===== config.mk =====
export PLATFORM = sky130hd
export DESIGN_NAME = form_field_percent_decoder_top
export DESIGN_NICKNAME = d
export VERILOG_FILES = /design/src/sv/ffpd_pkg.sv /design/src/sv/ffpd_front.sv /design/src/sv/ffpd_queue.sv /design/src/sv/ffpd_back.sv /design/src/sv/form_field_percent_decoder_top.sv
export SDC_FILE = /design/constraint.sdc
export NUM_CORES = 1
export LEC_CHECK = 0
export ABC_AREA = 1
export BUFFER_PORTS_ARGS = -buffer_cell sky130_fd_sc_hd__buf_2
export CAP_MARGIN = 10
export CORE_MARGIN = 2
export CORE_UTILIZATION = 45
export CTS_BUF_LIST = sky130_fd_sc_hd__clkbuf_16
export DETAILED_ROUTE_END_ITERATION = 7
export PLACE_DENSITY = 0.65
export SYNTH_ARGS = -nofsm -noshare
export SYNTH_HDL_FRONTEND = slang
export SYNTH_SLANG_ARGS = --single-unit

===== constraint.sdc =====
create_clock -name clock -period 8.9 [get_ports clock]
set_clock_uncertainty 0.2 [all_clocks]
set_input_delay 1.335 -clock clock [delete_from_list [all_inputs] [get_ports clock]]
set_output_delay 1.335 -clock clock [all_outputs]
set_load 0.02 [all_outputs]

===== src/sv/ffpd_pkg.sv =====
// Package for the form field percent decoder: scan modes, escape phases,
// character constants, configuration and queue entry types, and decode functions.
// Depends on nothing; every other file of the block imports it.
`timescale 1ns / 1ps

package ffpd_pkg;

   typedef enum logic [1:0] {
      MODE_MATCH,
      MODE_SKIP,
      MODE_VALUE,
      MODE_AFTER
   } scan_mode_type;

   typedef enum logic [1:0] {
      ESC_NONE,
      ESC_PERCENT,
      ESC_HELD
   } escape_phase_type;

   localparam logic [7:0] CHAR_NUL     = 8'h00;
   localparam logic [7:0] CHAR_TAB     = 8'h09;
   localparam logic [7:0] CHAR_CR      = 8'h0D;
   localparam logic [7:0] CHAR_SPACE   = 8'h20;
   localparam logic [7:0] CHAR_PERCENT = 8'h25;
   localparam logic [7:0] CHAR_AMP     = 8'h26;
   localparam logic [7:0] CHAR_PLUS    = 8'h2B;
   localparam logic [7:0] CHAR_MINUS   = 8'h2D;
   localparam logic [7:0] CHAR_EQUALS  = 8'h3D;
   localparam logic [7:0] CHAR_DIGIT_0 = 8'h30;
   localparam logic [7:0] CHAR_DIGIT_9 = 8'h39;
   localparam logic [7:0] CHAR_UPPER_A = 8'h41;
   localparam logic [7:0] CHAR_UPPER_F = 8'h46;
   localparam logic [7:0] CHAR_LOWER_A = 8'h61;
   localparam logic [7:0] CHAR_LOWER_F = 8'h66;
   localparam logic [7:0] HEX_LETTER_BASE = 8'd10;

   localparam logic [1:0] REG_KEY_BYTES        = 2'd0;
   localparam logic [1:0] REG_KEY_LENGTH       = 2'd1;
   localparam logic [1:0] REG_MAX_VALUE_LENGTH = 2'd2;

   localparam logic [3:0] KEY_LENGTH_RESET       = 4'd4;
   localparam logic [7:0] MAX_VALUE_LENGTH_RESET = 8'd32;

   localparam int QUEUE_DEPTH = 4;

   typedef struct packed {
      logic [63:0] key_bytes;
      logic [3:0]  key_length;
      logic [7:0]  max_value_length;
   } cfg_type;

   typedef struct packed {
      logic [1:0] value_count;
      logic [7:0] value0;
      logic [7:0] value1;
      logic       status;
      logic       found;
   } bundle_type;

   function automatic logic [4:0] hex_digit(input logic [7:0] c);
      logic [4:0] r;
      r = 5'd0;
      if (c >= CHAR_DIGIT_0 && c <= CHAR_DIGIT_9) begin
         r = {1'b1, 4'(c - CHAR_DIGIT_0)};
      end else if (c >= CHAR_LOWER_A && c <= CHAR_LOWER_F) begin
         r = {1'b1, 4'(c - CHAR_LOWER_A + HEX_LETTER_BASE)};
      end else if (c >= CHAR_UPPER_A && c <= CHAR_UPPER_F) begin
         r = {1'b1, 4'(c - CHAR_UPPER_A + HEX_LETTER_BASE)};
      end
      return r;
   endfunction

   function automatic logic [7:0] escape_value(input logic [7:0] a, input logic [7:0] b);
      logic [4:0] da;
      logic [4:0] db;
      logic [7:0] r;
      da = hex_digit(a);
      db = hex_digit(b);
      r  = 8'd0;
      if (a == CHAR_SPACE || (a >= CHAR_TAB && a <= CHAR_CR) || a == CHAR_PLUS) begin
         r = db[4] ? {4'd0, db[3:0]} : 8'd0;
      end else if (a == CHAR_MINUS) begin
         r = db[4] ? 8'(8'd0 - {4'd0, db[3:0]}) : 8'd0;
      end else if (da[4]) begin
         r = db[4] ? {da[3:0], db[3:0]} : {4'd0, da[3:0]};
      end
      return r;
   endfunction

   function automatic logic [7:0] plus_to_space(input logic [7:0] c);
      return (c == CHAR_PLUS) ? CHAR_SPACE : c;
   endfunction

endpackage


===== src/sv/ffpd_front.sv =====
// Front end of the form field percent decoder: takes one body byte per cycle
// while the queue has room, tracks the field scan and escape state and builds
// one queue entry of results. Depends on ffpd_pkg.
`timescale 1ns / 1ps

module ffpd_front import ffpd_pkg::*; #(
   parameter int MAX_KEY_CHARS = 8
) (
   input  logic       clock,
   input  logic       reset,
   input  cfg_type    cfg,
   input  logic       in_push,
   input  logic [7:0] in_byte,
   input  logic       in_last,
   input  logic       q_full,
   output logic       q_push,
   output bundle_type q_data
);

   localparam int POS_W = $clog2(MAX_KEY_CHARS + 1);
   localparam logic [3:0] KEY_LIMIT = 4'(MAX_KEY_CHARS);

   scan_mode_type    mode_ff, mode_in, mode_t;
   escape_phase_type phase_ff, phase_in, phase_t, flush_phase;
   logic [POS_W-1:0] pos_ff, pos_in, pos_t;
   logic [7:0]       raw_ff, raw_in, raw_t, raw_next;
   logic [7:0]       held_ff, held_in, held_t, flush_held;
   logic             found_ff, found_in, found_t;
   logic             stopped_ff, stopped_in;

   logic       accept, zero_byte, body_end;
   logic       is_amp, is_eq, is_pct;
   logic [3:0] key_len;
   logic [2:0] key_idx;
   logic       pos_done, key_hit, raw_full, raw_next_full, value_end, max_zero;
   logic       take_v, flush_en, c0_v, c1_v, e0, e1, s1, s2;
   logic [7:0] take_c, c0, c1;

   assign accept    = in_push && !q_full;
   assign zero_byte = (in_byte == CHAR_NUL);
   assign body_end  = zero_byte || in_last;
   assign is_amp    = (in_byte == CHAR_AMP);
   assign is_eq     = (in_byte == CHAR_EQUALS);
   assign is_pct    = (in_byte == CHAR_PERCENT);
   assign key_len   = (cfg.key_length > KEY_LIMIT) ? KEY_LIMIT : cfg.key_length;
   assign key_idx   = 3'(pos_ff);
   assign pos_done  = (4'(pos_ff) >= key_len);
   assign key_hit   = !is_eq && (in_byte == cfg.key_bytes[{key_idx, 3'b000} +: 8]);
   assign raw_full  = (raw_ff >= cfg.max_value_length);
   assign raw_next  = raw_ff + 8'd1;
   assign raw_next_full = (raw_next >= cfg.max_value_length);
   assign value_end = is_amp || raw_full;
   assign max_zero  = (cfg.max_value_length == 8'd0);

   always_comb begin
      mode_t = mode_ff;
      if (!zero_byte) begin
         unique case (mode_ff)
            MODE_MATCH: begin
               if (is_amp) begin
                  mode_t = MODE_MATCH;
               end else if (pos_done) begin
                  if (is_eq) begin
                     mode_t = max_zero ? MODE_AFTER : MODE_VALUE;
                  end else begin
                     mode_t = MODE_SKIP;
                  end
               end else if (!key_hit) begin
                  mode_t = MODE_SKIP;
               end
            end
            MODE_SKIP: begin
               if (is_amp) mode_t = MODE_MATCH;
            end
            MODE_VALUE: begin
               if (value_end || raw_next_full) mode_t = MODE_AFTER;
            end
            MODE_AFTER: begin
               mode_t = MODE_AFTER;
            end
            default: begin
               mode_t = MODE_MATCH;
            end
         endcase
      end
      mode_in = mode_ff;
      if (accept) mode_in = body_end ? MODE_MATCH : mode_t;
   end

   always_comb begin
      pos_t       = pos_ff;
      raw_t       = raw_ff;
      phase_t     = phase_ff;
      held_t      = held_ff;
      found_t     = found_ff;
      take_v      = 1'b0;
      take_c      = CHAR_NUL;
      flush_en    = 1'b0;
      flush_phase = phase_ff;
      flush_held  = held_ff;
      if (!zero_byte) begin
         case (mode_ff)
            MODE_MATCH: begin
               if (is_amp) begin
                  pos_t = '0;
               end else if (pos_done) begin
                  if (is_eq) begin
                     found_t = 1'b1;
                     raw_t   = 8'd0;
                     phase_t = ESC_NONE;
                  end
               end else if (key_hit) begin
                  pos_t = pos_ff + 1'b1;
               end
            end
            MODE_SKIP: begin
               if (is_amp) pos_t = '0;
            end
            MODE_VALUE: begin
               if (value_end) begin
                  flush_en = 1'b1;
                  phase_t  = ESC_NONE;
               end else begin
                  raw_t = raw_next;
                  case (phase_ff)
                     ESC_NONE: begin
                        if (is_pct) begin
                           phase_t = ESC_PERCENT;
                        end else begin
                           take_v = 1'b1;
                           take_c = plus_to_space(in_byte);
                        end
                     end
                     ESC_PERCENT: begin
                        held_t  = in_byte;
                        phase_t = ESC_HELD;
                     end
                     default: begin
                        take_v  = 1'b1;
                        take_c  = escape_value(held_ff, in_byte);
                        phase_t = ESC_NONE;
                     end
                  endcase
                  if (raw_next_full) begin
                     flush_en    = 1'b1;
                     flush_phase = phase_t;
                     flush_held  = held_t;
                     phase_t     = ESC_NONE;
                  end
               end
            end
            default: begin
            end
         endcase
      end
      if (body_end && mode_t == MODE_VALUE) begin
         flush_en    = 1'b1;
         flush_phase = phase_t;
         flush_held  = held_t;
      end

      c0_v = take_v || (flush_en && flush_phase != ESC_NONE);
      c0   = take_v ? take_c : CHAR_PERCENT;
      c1_v = !take_v && flush_en && (flush_phase == ESC_HELD);
      c1   = plus_to_space(flush_held);
      e0   = c0_v && !stopped_ff;
      s1   = stopped_ff || (e0 && c0 == CHAR_NUL);
      e1   = c1_v && !s1;
      s2   = s1 || (e1 && c1 == CHAR_NUL);

      q_data.value_count = {1'b0, e0} + {1'b0, e1};
      q_data.value0      = e0 ? c0 : c1;
      q_data.value1      = c1;
      q_data.status      = body_end;
      q_data.found       = found_t;
      q_push             = accept && (e0 || e1 || body_end);

      pos_in     = pos_ff;
      raw_in     = raw_ff;
      phase_in   = phase_ff;
      held_in    = held_ff;
      found_in   = found_ff;
      stopped_in = stopped_ff;
      if (accept) begin
         held_in = held_t;
         if (body_end) begin
            pos_in     = '0;
            raw_in     = 8'd0;
            phase_in   = ESC_NONE;
            found_in   = 1'b0;
            stopped_in = 1'b0;
         end else begin
            pos_in     = pos_t;
            raw_in     = raw_t;
            phase_in   = phase_t;
            found_in   = found_t;
            stopped_in = s2;
         end
      end
   end

   always_ff @(posedge clock) begin
      if (reset) begin
         mode_ff    <= MODE_MATCH;
         pos_ff     <= '0;
         raw_ff     <= 8'd0;
         phase_ff   <= ESC_NONE;
         found_ff   <= 1'b0;
         stopped_ff <= 1'b0;
      end else begin
         mode_ff    <= mode_in;
         pos_ff     <= pos_in;
         raw_ff     <= raw_in;
         phase_ff   <= phase_in;
         found_ff   <= found_in;
         stopped_ff <= stopped_in;
      end
      held_ff <= held_in;
   end

endmodule


===== src/sv/ffpd_queue.sv =====
// Short queue of result entries between the front and back ends of the decoder.
// Depends on ffpd_pkg for the entry type and depth.
`timescale 1ns / 1ps

module ffpd_queue import ffpd_pkg::*; (
   input  logic       clock,
   input  logic       reset,
   input  logic       push,
   input  bundle_type push_data,
   output logic       q_full,
   input  logic       q_pop,
   output bundle_type pop_data,
   output logic       q_empty
);

   localparam int PTR_W = $clog2(QUEUE_DEPTH);
   localparam int CNT_W = $clog2(QUEUE_DEPTH + 1);
   localparam logic [CNT_W-1:0] DEPTH_COUNT = CNT_W'(QUEUE_DEPTH);

   bundle_type       entry_ff [QUEUE_DEPTH];
   logic [PTR_W-1:0] wr_ptr_ff, wr_ptr_in, rd_ptr_ff, rd_ptr_in;
   logic [CNT_W-1:0] count_ff, count_in;
   logic             do_push, do_pop;

   assign q_full   = (count_ff == DEPTH_COUNT);
   assign q_empty  = (count_ff == '0);
   assign do_push  = push && !q_full;
   assign do_pop   = q_pop && !q_empty;
   assign pop_data = entry_ff[rd_ptr_ff];

   always_comb begin
      wr_ptr_in = do_push ? PTR_W'(wr_ptr_ff + 1'b1) : wr_ptr_ff;
      rd_ptr_in = do_pop ? PTR_W'(rd_ptr_ff + 1'b1) : rd_ptr_ff;
      count_in  = count_ff;
      if (do_push && !do_pop) count_in = count_ff + 1'b1;
      if (do_pop && !do_push) count_in = count_ff - 1'b1;
   end

   always_ff @(posedge clock) begin
      if (reset) begin
         wr_ptr_ff <= '0;
         rd_ptr_ff <= '0;
         count_ff  <= '0;
      end else begin
         wr_ptr_ff <= wr_ptr_in;
         rd_ptr_ff <= rd_ptr_in;
         count_ff  <= count_in;
      end
      if (do_push) entry_ff[wr_ptr_ff] <= push_data;
   end

endmodule


===== src/sv/ffpd_back.sv =====
// Back end of the form field percent decoder: takes queue entries and hands
// their value and status results to the result channel one transfer at a time.
// Depends on ffpd_pkg.
`timescale 1ns / 1ps

module ffpd_back import ffpd_pkg::*; (
   input  logic       clock,
   input  logic       reset,
   input  logic       q_empty,
   input  bundle_type q_data,
   output logic       q_pop,
   input  logic       pop,
   output logic       empty,
   output logic [7:0] rsp_value_byte,
   output logic       rsp_value_valid,
   output logic       rsp_done_res,
   output logic       rsp_found
);

   bundle_type cur_ff, cur_in;
   logic       cur_valid_ff, cur_valid_in;
   logic [1:0] idx_ff, idx_in;
   logic [1:0] total;
   logic       at_last, take, is_value;

   assign total    = cur_ff.value_count + {1'b0, cur_ff.status};
   assign at_last  = (idx_ff == total - 2'd1);
   assign take     = pop && cur_valid_ff;
   assign q_pop    = (!cur_valid_ff || (take && at_last)) && !q_empty;
   assign is_value = (idx_ff < cur_ff.value_count);

   assign empty           = !cur_valid_ff;
   assign rsp_value_byte  = is_value ? (idx_ff[0] ? cur_ff.value1 : cur_ff.value0) : CHAR_NUL;
   assign rsp_value_valid = is_value;
   assign rsp_done_res    = !is_value;
   assign rsp_found       = !is_value && cur_ff.found;

   always_comb begin
      cur_in       = cur_ff;
      cur_valid_in = cur_valid_ff;
      idx_in       = idx_ff;
      if (q_pop) begin
         cur_in       = q_data;
         cur_valid_in = 1'b1;
         idx_in       = 2'd0;
      end else if (take) begin
         if (at_last) cur_valid_in = 1'b0;
         idx_in = idx_ff + 2'd1;
      end
   end

   always_ff @(posedge clock) begin
      if (reset) begin
         cur_valid_ff <= 1'b0;
         idx_ff       <= 2'd0;
      end else begin
         cur_valid_ff <= cur_valid_in;
         idx_ff       <= idx_in;
      end
      cur_ff <= cur_in;
   end

endmodule


===== src/sv/form_field_percent_decoder_top.sv =====
// Form field percent decoder: the top level, with the configuration registers
// and the front end, entry queue and back end. Depends on ffpd_pkg, ffpd_front,
// ffpd_queue and ffpd_back.
//
// Body bytes arrive on the input queue port (push, full, req_body_byte,
// req_body_last); a zero byte or the last flag ends a body. Results leave on
// the output queue port (empty, pop, rsp_*): decoded value bytes of the first
// field whose name matches the key, then one status result with done and found
// at the body's end. The key and the value limit are set through the APB port.
// One byte is taken every cycle while the four-entry queue has room; each byte
// yields zero to three results, and the back end gives one result per cycle
// while pop is high, so a body streams at one byte per cycle unless bytes yield
// more than one result on average. Results pass the queue and back end registers.
// When the receiver stalls, results stay in the back end and the queue, and
// full rises once the queue is taken up. Reset restores the registers to their
// defaults, clears the scan state and empties the queue; no clearing pass.
`timescale 1ns / 1ps

module form_field_percent_decoder_top import ffpd_pkg::*; #(
   parameter int MAX_KEY_CHARS = 8
) (
   input  logic        clock,
   input  logic        reset,
   input  logic        push,
   output logic        full,
   input  logic [7:0]  req_body_byte,
   input  logic        req_body_last,
   output logic        empty,
   input  logic        pop,
   output logic [7:0]  rsp_value_byte,
   output logic        rsp_value_valid,
   output logic        rsp_done_res,
   output logic        rsp_found,
   input  logic        psel,
   input  logic        penable,
   input  logic        pwrite,
   input  logic [4:0]  paddr,
   input  logic [63:0] pwdata,
   output logic [63:0] prdata,
   output logic        pready
);

   cfg_type    cfg_ff, cfg_in;
   logic       csr_write;
   logic [1:0] csr_index;
   logic       q_push, q_full, q_pop, q_empty;
   bundle_type q_in_data, q_out_data;

   assign pready    = 1'b1;
   assign csr_write = psel && penable && pwrite && pready;
   assign csr_index = paddr[4:3];
   assign full      = q_full;

   always_comb begin
      cfg_in = cfg_ff;
      if (csr_write) begin
         unique case (csr_index)
            REG_KEY_BYTES:        cfg_in.key_bytes        = pwdata;
            REG_KEY_LENGTH:       cfg_in.key_length       = pwdata[3:0];
            REG_MAX_VALUE_LENGTH: cfg_in.max_value_length = pwdata[7:0];
            default: begin
            end
         endcase
      end
   end

   always_comb begin
      unique case (csr_index)
         REG_KEY_BYTES:        prdata = cfg_ff.key_bytes;
         REG_KEY_LENGTH:       prdata = {60'd0, cfg_ff.key_length};
         REG_MAX_VALUE_LENGTH: prdata = {56'd0, cfg_ff.max_value_length};
         default:              prdata = 64'd0;
      endcase
   end

   always_ff @(posedge clock) begin
      if (reset) begin
         cfg_ff.key_bytes        <= 64'd0;
         cfg_ff.key_length       <= KEY_LENGTH_RESET;
         cfg_ff.max_value_length <= MAX_VALUE_LENGTH_RESET;
      end else begin
         cfg_ff <= cfg_in;
      end
   end

   ffpd_front #(
      .MAX_KEY_CHARS(MAX_KEY_CHARS)
   ) u_front (
      .clock   (clock),
      .reset   (reset),
      .cfg     (cfg_ff),
      .in_push (push),
      .in_byte (req_body_byte),
      .in_last (req_body_last),
      .q_full  (q_full),
      .q_push  (q_push),
      .q_data  (q_in_data)
   );

   ffpd_queue u_queue (
      .clock     (clock),
      .reset     (reset),
      .push      (q_push),
      .push_data (q_in_data),
      .q_full    (q_full),
      .q_pop     (q_pop),
      .pop_data  (q_out_data),
      .q_empty   (q_empty)
   );

   ffpd_back u_back (
      .clock           (clock),
      .reset           (reset),
      .q_empty         (q_empty),
      .q_data          (q_out_data),
      .q_pop           (q_pop),
      .pop             (pop),
      .empty           (empty),
      .rsp_value_byte  (rsp_value_byte),
      .rsp_value_valid (rsp_value_valid),
      .rsp_done_res    (rsp_done_res),
      .rsp_found       (rsp_found)
   );

   a_no_push_when_full : assert property (@(posedge clock) disable iff (reset)
      q_push |-> !q_full)
      else $error("Entry pushed into a full queue.");

   a_no_pop_when_empty : assert property (@(posedge clock) disable iff (reset)
      q_pop |-> !q_empty)
      else $error("Entry taken from an empty queue.");

   a_body_end_gives_result : assert property (@(posedge clock) disable iff (reset)
      (push && !full && (req_body_byte == CHAR_NUL || req_body_last)) |-> ##2 !empty)
      else $error("No result offered after the end of a body.");

endmodule


==> results.toml <==
[clock_network]
cts.sink_count = 212
cts_tree = "yes"
clock_latency_ps = 510
cts_post_setup_buffers_inserted = 0
cts_root_buf = "clkbuf_16"
htreeDepth = 1
clk_pin_slew_ps = 60
clock_path_buffers = 3
cts-resized-gates = 0
cts-buffers-inserted = 24
cts_hold_buf = 0

[place]
placed_cells = 1867
dp_slack_ps = 2820
io_buffers = 158
routabilityCongestion = 0.900
hpwl_um = 20700

[worst_setup_path]
r2r-end = "u_queue.count_ff[2]"
rrSetupSlack_ps = 3290
path_max_fanout = 11
critPathArrivalTime_ps = 5830
cp-end-kind = "register"
startpoint_type = "input pin"
slowest_stage = "fa_1"
required_ps = 9100
r2r-start = "u_front.raw_ff[0]"
crit_path_frequent_cell = "nand2_1"
crit_start = "req_body_byte[0]"
cp-endpoint = "u_queue.count_ff[2]"
cpPeakStageDelay_ps = 430
worstSetupPathType = "input pin to register"
reg2reg_depth = 30

[yosys]
ys_top_cells_by_count = "nand2_1 (256), inv_1 (177), o21ai_0 (175)"
synth_edf_count = 108
synth_top_area_cell = "edfxtp_1"
synth_warnings = 0
synth_most_common_cell = "nand2_1"
ys.flop_type = "edfxtp_1"
syn_inst = 1443
netlist_area_um2 = 11200
synthesis.nets = 1569
seq_area_frac_synth_pct = 47.4
synthArstFlopShare_pct = 0
synthDominantCellAreaShare_pct = 28.9
synth-seq-cells = 212
synth_area_leaders = "edfxtp_1 (29%), dfxtp_1 (19%), nand2_1 (8.6%)"
syn_avg_cell_area_um2 = 7.78
synth_cell_types = 41

[floorplan]
die_y_um = 162
num_io_pins = 163
die_area_um2 = 26200
start_util_pct = 46.0
rows = 57
core_area_um2 = 24400
die_x_um = 162

[layout]
drive_above_1_share_pct = 13.4
utilization_pct = 53.0
area_delta_synth_final_pct = 15.1
antennaDiodeCount = 0
finalNonFillerCells = 1912
fin_nets = 1696

[min_path]
hold_path_class = "register to register"

[routing]
dr.pass1.iters = 5
drt_iter0_markers = 684
ant_nets = 0
avgViaCountPerCell = 5.22
routed_wl_um = 29100
vias = 9982
remaining_drc_errors = 0
wl_per_cell_um = 15.2

[sta]
max_freq_mhz = 177
rsz0062_at_grt = "no"
period_needed_ps = 5640
finalHoldViolations = 0
slew_headroom_pct = 27.2
slew_viol_final = 0
tns_ps = 0
period_share_pct = 63.4
fin_ws_ps = 3260
finalSetupViolations = 0
worst_slew_pin_slew_ps = 1090

[power_and_ir_drop]
leakage_nw = 5.61
ir_drop_mv = 0.140
powerDensity_nw_per_um2 = 213

[global_routing]
gr-usage-met2_pct = 37.9
antenna_found_initial = 3
grt_busiest_layer = "met2"
grt_max_degree = 110
grt.overflow.total = 0
grt_use_met1_pct = 28.8
grt_pass1_wl_um = 46600
met3_usage_pct = 3.09
grt_pass1_vias = 9334
grt_usage_pct = 21.9

[status]
outcome = "finished clean"

[job]
drv_cap = 0
==> layout by cell type (no fill, tap or decap), types with 3 or more instances in the layout <==
| master | Yosys | layout |
|---|---|---|
| clkinv_2 | 0 | 3 |
| nand2_1 | 256 | 256 |
| dfxtp_1 | 104 | 104 |
| nand4_1 | 8 | 8 |
| nor4_1 | 6 | 6 |
| o21a_1 | 4 | 4 |
| o211ai_1 | 9 | 9 |
| o22ai_1 | 26 | 26 |
| xor2_1 | 11 | 11 |
| nand3b_1 | 4 | 4 |
| a211oi_1 | 6 | 6 |
| inv_1 | 177 | 183 |
| nand2_2 | 3 | 3 |
| clkbuf_16 | 0 | 25 |
| a21oi_1 | 130 | 130 |
| o21ai_0 | 175 | 175 |
| a22oi_1 | 3 | 3 |
| nor2_1 | 164 | 164 |
| inv_2 | 7 | 8 |
| ha_1 | 40 | 40 |
| nor3_1 | 8 | 8 |
| buf_2 | 9 | 158 |
| o221ai_1 | 4 | 4 |
| o21ai_1 | 7 | 7 |
| clkinv_1 | 3 | 10 |
| buf_4 | 5 | 9 |
| nand3_1 | 96 | 96 |
| edfxtp_1 | 108 | 108 |
==> where the power goes <==
part           leakage (nW)  internal (W)  switching (W)
clock                 0.373      0.000505       0.000388
combinational          3.39      0.000205       0.000439
sequential             1.85       0.00117      0.0000552
total                  5.61       0.00188       0.000882
==> worst min path at each step <==
stage                      from               end  cells past startpoint
6_report       u_front.found_ff  u_front.found_ff                      2
5_1_grt              cfg_ff[47]        cfg_ff[47]                      2
4_1_cts        u_front.found_ff  u_front.found_ff                      2
3_5_place_dp   u_front.found_ff  u_front.found_ff                      2
3_3_place_gp   u_front.found_ff  u_front.found_ff                      2
2_1_floorplan        cfg_ff[16]        cfg_ff[16]                      2
==> registers in the layout, summed over array words and instances (netlist names), 3 cells and up <==
register and cells:
u_front.raw_ff 8, u_front.held_ff 8, u_queue.count_ff 3, u_queue.entry_ff 80
u_front.pos_ff 4, cfg_ff 76, u_back.cur_ff 20
==> critical path: cells and delay by family <==
family,cells,cell delay (ps)
AND/OR/NAND/NOR,14,1620
AO/OA/AOI/OAI,7,1130
adder cells (fa/ha/maj),5,1280
buffers and inverters,5,470
==> cells by family after synthesis <==
| kind of cell | after synthesis | share of synthesized area (%) |
|---|---|---|
| xor gates and xnor gates | 13 | 1.01 |
| adders and majority gates | 41 | 4.64 |
| and+or+nand+nor | 549 | 20.2 |
| DFF | 212 | 47.4 |
| other | 1 | 0.0334 |
| buffers and inverters | 254 | 8.96 |
| AOI/OAI and AO/OA | 373 | 17.7 |
==> layout make-up <==
| cell class | count | area, µm² |
|---|---|---|
| fill | 2390 | 11500 |
| clock inverter | 19 | 83.8 |
| inverter | 187 | 702 |
| clock buffer | 25 | 626 |
| timing repair buffer | 168 | 886 |
| multi-input combinational | 977 | 4890 |
| tap | 324 | 405 |
| sequential | 212 | 5330 |
==> routing by layer <==
metal,wire (µm),vias to the layer above
li1,-,5096
met1,13200,4638
met2,13900,190
met3,1230,54
met4,728,4
met5,24,-
==> per-stage QoR <==
stage	hold WS [ps]	total power, W	cell area, µm²
floorplan	241	0.00168	11200
global placement	252	0.00186	12200
detailed placement	262	0.00188	12200
CTS	272	0.00277	12900
global route	300	0.00291	12900
finish	270	0.00276	12900
Power figures use the tool's default switching activity.
